--- src/design/dlrc_pkg.sv ---
`default_nettype none
package dlrc_pkg;

    localparam int MAX_NODES = 1024;
    localparam int NODE_W = $clog2(MAX_NODES);
    localparam int FIELD_W = 10;
    localparam int LEVEL_W = 3;
    localparam int CFG_IDX_W = 2;
    localparam int WORD_W = 64;
    localparam int BIT_W = 6;
    localparam int ROW_WORDS_RAW = (MAX_NODES + WORD_W - 1) / WORD_W;
    localparam int WIDX_W = (ROW_WORDS_RAW > 1) ? $clog2(ROW_WORDS_RAW) : 1;
    localparam int T_W = WIDX_W + BIT_W;
    localparam int VIS_W = 2 ** T_W;
    localparam int EADDR_W = NODE_W + WIDX_W;
    localparam int EDGE_DEPTH = 2 ** EADDR_W;
    localparam int Q_DEPTH = 2 ** NODE_W;
    localparam int Q_W = NODE_W + 1;

    localparam logic [CFG_IDX_W-1:0] CFG_NODE_COUNT = CFG_IDX_W'(0);
    localparam logic [CFG_IDX_W-1:0] CFG_LEVELS = CFG_IDX_W'(1);

    localparam logic MODE_EDGE = 1'b0;
    localparam logic MODE_QUERY = 1'b1;

    typedef struct packed {
        logic accept;
        logic clr_wr;
        logic edge_rd;
        logic edge_wr;
        logic q_init;
        logic lvl_start;
        logic node_pop;
        logic row_first;
        logic row_load;
        logic bit_take;
        logic row_next;
        logic res_load;
    } cmd_t;

    typedef struct packed {
        logic clr_done;
        logic start_ok;
        logic lvl_done;
        logic level_empty;
        logic pending_zero;
        logic last_word;
        logic out_busy;
    } sts_t;

endpackage
`default_nettype wire

--- src/design/dlrc_ctrl.sv ---
`default_nettype none
module dlrc_ctrl (
    input  wire logic          aclk,
    input  wire logic          aresetn,
    input  wire logic          s_valid,
    input  wire logic          s_mode,
    output logic               s_ready,
    input  wire dlrc_pkg::sts_t sts,
    output dlrc_pkg::cmd_t     cmd
);
    import dlrc_pkg::*;

    localparam logic [3:0] S_CLEAR     = 4'd0;
    localparam logic [3:0] S_IDLE      = 4'd1;
    localparam logic [3:0] S_EDGE_RD   = 4'd2;
    localparam logic [3:0] S_EDGE_WR   = 4'd3;
    localparam logic [3:0] S_Q_START   = 4'd4;
    localparam logic [3:0] S_LEVEL     = 4'd5;
    localparam logic [3:0] S_NODE      = 4'd6;
    localparam logic [3:0] S_NODE_WAIT = 4'd7;
    localparam logic [3:0] S_ROW_USE   = 4'd8;
    localparam logic [3:0] S_BITS      = 4'd9;
    localparam logic [3:0] S_DONE      = 4'd10;

    logic [3:0] state_reg, state_next;

    always_ff @(posedge aclk) begin
        if (!aresetn) begin
            state_reg <= S_CLEAR;
        end else begin
            state_reg <= state_next;
        end
    end

    always_comb begin
        state_next = state_reg;
        cmd = '0;
        s_ready = 1'b0;
        case (state_reg)
            S_CLEAR: begin
                cmd.clr_wr = 1'b1;
                if (sts.clr_done) state_next = S_IDLE;
            end
            S_IDLE: begin
                s_ready = 1'b1;
                cmd.accept = s_valid;
                if (s_valid) begin
                    state_next = (s_mode == MODE_QUERY) ? S_Q_START : S_EDGE_RD;
                end
            end
            S_EDGE_RD: begin
                cmd.edge_rd = 1'b1;
                state_next = S_EDGE_WR;
            end
            S_EDGE_WR: begin
                cmd.edge_wr = 1'b1;
                state_next = S_IDLE;
            end
            S_Q_START: begin
                cmd.q_init = 1'b1;
                state_next = sts.start_ok ? S_LEVEL : S_DONE;
            end
            S_LEVEL: begin
                if (sts.lvl_done) begin
                    state_next = S_DONE;
                end else begin
                    cmd.lvl_start = 1'b1;
                    state_next = S_NODE;
                end
            end
            S_NODE: begin
                if (sts.level_empty) begin
                    state_next = S_LEVEL;
                end else begin
                    cmd.node_pop = 1'b1;
                    state_next = S_NODE_WAIT;
                end
            end
            S_NODE_WAIT: begin
                cmd.row_first = 1'b1;
                state_next = S_ROW_USE;
            end
            S_ROW_USE: begin
                cmd.row_load = 1'b1;
                state_next = S_BITS;
            end
            S_BITS: begin
                if (!sts.pending_zero) begin
                    cmd.bit_take = 1'b1;
                end else if (sts.last_word) begin
                    state_next = S_NODE;
                end else begin
                    cmd.row_next = 1'b1;
                    state_next = S_ROW_USE;
                end
            end
            S_DONE: begin
                if (!sts.out_busy) begin
                    cmd.res_load = 1'b1;
                    state_next = S_IDLE;
                end
            end
            default: state_next = S_CLEAR;
        endcase
    end
endmodule
`default_nettype wire

--- config.mk ---
export PLATFORM = sky130hd
export DESIGN_NAME = dlrc_ctrl
export DESIGN_NICKNAME = d
export VERILOG_FILES = /design/src/design/dlrc_pkg.sv /design/src/design/dlrc_ctrl.sv
export SDC_FILE = /design/constraint.sdc
export NUM_CORES = 1
export LEC_CHECK = 0
export BUFFER_PORTS_ARGS = -buffer_cell sky130_fd_sc_hd__buf_2
export CORE_MARGIN = 2
export CORE_UTILIZATION = 34
export DETAILED_ROUTE_END_ITERATION = 6
export PLACE_DENSITY = 0.65
export REMOVE_ABC_BUFFERS = 1
export SLEW_MARGIN = 20
export SYNTH_ARGS = -nofsm -noshare
export SYNTH_HDL_FRONTEND = slang
export SYNTH_SLANG_ARGS = --single-unit
--- constraint.sdc ---
create_clock -name aclk -period 4.1 [get_ports aclk]
set_clock_uncertainty 0.2 [all_clocks]
set_input_delay 1.23 -clock aclk [delete_from_list [all_inputs] [get_ports aclk]]
set_output_delay 1.23 -clock aclk [all_outputs]
set_load 0.005 [all_outputs]
* Yosys cells after proc, flatten, opt, wreduce, memory -nomap -nowiden *
Cells that the tools add are included.

operators by class
  equal/unequal tests = 14
  reductions and logical operators = 2
  multiplexer cells = 28

operators by type and width
  operator              number
  $pmux W4 S11          1
  $mux W4               7
  $mux W1               17
  $eq A4 B3 Y1 const B  4
  $eq A4 B4 Y1 const B  3
  $eq A4 B2 Y1 const B  2
  $ne A2 B2 Y1 const B  4
  $eq A4 B1 Y1 const B  1
  $logic_not A4 Y1      1
  $mux W2               2
  $reduce_and A4 Y1     1
  $mux W3               1

word-level totals
  input bits = 11
  word-level logic and storage cells = 45
  register bits = 4
  output and inout bits = 13

* Longest topological paths before layout *
  word-level depth = 3
  gate-level depth with buffers = 7

* Least setup slack after synthesis *
OpenSTA, ideal clock, no wires.

  path kind = input port to output port
  start point = input port sts[2] in the netlist's numbering
  end point = output port cmd[1] in the netlist's numbering
  buffers on the path = 0
  arrival = 1547 ps
  setup slack = 1123 ps
  stages = 2
  data required time = 2670 ps
  path through = inv_1 -> nor4_1

RTL lines
  item             line            source
  start, declared  dlrc_ctrl.sv:8  input wire dlrc_pkg::sts_t sts,
  end, declared    dlrc_ctrl.sv:9  output dlrc_pkg::cmd_t cmd

==> metrics.md <==
| Metric | Value |
|---|---|
| Status | complete, no violations |
| Ys async rst share | 0% |
| Critical path fanouts, max | 3 |
| Area leader, netlist | dfxtp_1 |
| Slowest stage cell, crit path | nor4_1 |
| Main flop type after synthesis | dfxtp_1 |
| Crit path depth | 4 |
| Cell area after synthesis | 454 um2 |
| Number of max-cap violations | 0 |
| Gr ovfl total | 0 |
| Power Dens Cells | 290 mW/mm2 |
| Largest register FFs | 4 |
| DPL Wire Length | 853 um |
| CP required | 2670 ps |
| Hold Slack | 571 ps |
| Core area | 0.00127 mm2 |
| CP bufs+invs | 3 |
| Post-CTS Setup Bufs | 0 |
| Nets@finish | 97 |
| GPL Wtd Cong | 0.714 |
| DR DRC count | 0 |
| Pin count of the biggest net entering global routing | 20 |
| #FFs+latches synth | 4 |
| Final Hold Vio Count | 0 |
| Die height | 40.6 um |
| Worst R2R Path Depth | 5 |
| Total GRT Usage | 15.1% |
| Least-Margin Pin Slew | 549 ps |
| Hold path depth | 2 |
| Initial DRC count | 7 |
| Class of the tightest hold or removal check | reg2reg |
| Sink Count | 4 |
| CTS Buf Count | 3 |
| Antenna cells | 0 |
| Synth area leaders | dfxtp_1 (18%), nor3_1 (13%), nand2b_1 (6.9%), buf_2 (4.4%), o32ai_1 (3.9%) |
| Max Freq | 314 MHz |
| Number of flops mapped to enable cells by yosys | 0 |
| Synth warn | 0 |
| Static Leak | 0.247 nW |
| Vias per cell | 5.47 |
| Post-Synthesis Mean Instance Area | 7.21 um2 |
| Critical path type | in2out |
| Detailed Routing Iterations Pass 1 | 4 |
| RSZ-0062 raised after global routing | false |
| Root Buffer | clkbuf_4 |
| Syn Inst Count | 63 |
| Final WL | 1.15 mm |
| Post_cts resized | 0 |
| CP endpoint kind | primary output |
| # IOs | 24 |
| Post-synth cell types | 29 |
| # rows | 13 |
| Most frequent CP cell | buf_2 |
| Post-placement cell count | 96 |
| Min Tclk post-route | 3180 ps |
| Sequential share of the synthesized area | 17.6% |
| Die ar. | 0.00164 mm2 |
| First-pass GRT wire length | 1.68 mm |
| Area share of the largest cell type after synthesis | 17.6% |
| DP Area | 557 um2 |
| Die span in x | 40.6 um |
| Post-route cell area | 579 um2 |
| Worst path max stage delay | 230 ps |
| Setup TNS | 0 ps |
| Drt wl/cell | 11.6 um |
| Finished Layout Cells | 99 |
| Slew HR | 63.4% |
| CTS tree | built |
| Top Family by Delay on Critical Path | buffers and inverters |
| Clock-pin slew on the worst setup and hold paths | 40 ps |
| Count leader, synth | nor3_1 |
| Worst Path Arrival | 1750 ps |
| Skew-Pair Late Insertion Delay | 230 ps |
| Max VDD drop | 0.119 mV |
| Hold Buf Count CTS | 0 |
| Vias | 542 |
| Critical Path, Cell by Cell | buf_2, inv_1, nor4_1, buf_2 |
| I/O Buffers | 23 |
| Top cells by count, synth | nor3_1 (12), nand2b_1 (5), buf_2 (4), dfxtp_1 (4), nor2_1 (4) |
| Area growth syn-to-layout | 27.5% |
| Vias in the first global route | 407 |
| Final setup violation count | 0 |
| H-tree depth | 1 |
| Period utilization | 77.7% |
| Pwr Total | 0.168 mW |
| Layout cell share with drive strength beyond 1 | 35.7% |
| Clock Path Buffers | 2 |
| Antenna Violating Nets Remaining | 0 |
| Startpoint types | input port |
| Starting Density | 35.8% |
| Fin. max-slew vios | 0 |
| Initial antenna violation count | 0 |
==> final timing paths <==
path | to | slack (ps) | startpoint
worst max register to register | state_reg[3] | 2150 | state_reg[0]
worst min register to register | state_reg[0] | 570 | state_reg[2]
worst min-delay path | state_reg[0] | 570 | state_reg[2]
worst max-delay path | cmd[1] | 920 | sts[2]
==> cell families after synthesis <==
kind of cell    Yosys count  synth area share [%]
flops                     4                  17.6
simple gates             35                  44.1
buf+inv                   7                  8.54
compound gates           16                  27.3
mux                       1                  2.48
==> placed cells by master, fill, tap and decap left out, types with 2 or more instances in the layout <==
cell       n
and2_1     2
a21oi_1    3
nand2_1    3
clkbuf_4   3
nand2b_1   5
nor4_1     2
buf_2     23
nor2_1     4
nor3_1    12
dfxtp_1    4
a21boi_0   2
nor2b_1    2
o32ai_1    2
inv_1      2
==> where the power goes <==
part | internal (mW) | leakage [nW] | switching (mW)
combinational | 0.0331 | 0.200 | 0.0289
sequential | 0.0431 | 0.0327 | 0.0158
clock | 0.0326 | 0.0138 | 0.0142
==> metrics by stage <==
stage | worst slack (ps) | utilization [%]
floorplan | 1120 | -
CTS | 914 | 45.7
global route | 827 | 45.7
detailed placement | 919 | 43.9
finish | 915 | 45.7
global placement | 944 | 43.9
==> cell type report <==
class | count | area [um2]
fill | 145 | 689
tap | 15 | 18.8
multi-input combinational | 52 | 335
inverter | 2 | 7.51
timing repair buffer | 23 | 115
clock buffer | 3 | 22.5
sequential | 4 | 80.1
==> worst register-to-register path, delay by kind of cell, from the launching register on <==
family | cells | cell delay (ps)
AND/OR/NAND/NOR | 3 | 580
flip-flops | 1 | 660
AO/OA/AOI/OAI | 2 | 400
==> metal layers <==
layer	track usage [%]	up-vias	part of all wire, %
li1	-	277	-
met1	19.7	250	51
met2	22.6	15	44
met3	2.22	0	5.2
met4	10.0	0	0
met5	0	-	0
(Power assumes the default switching activity.)
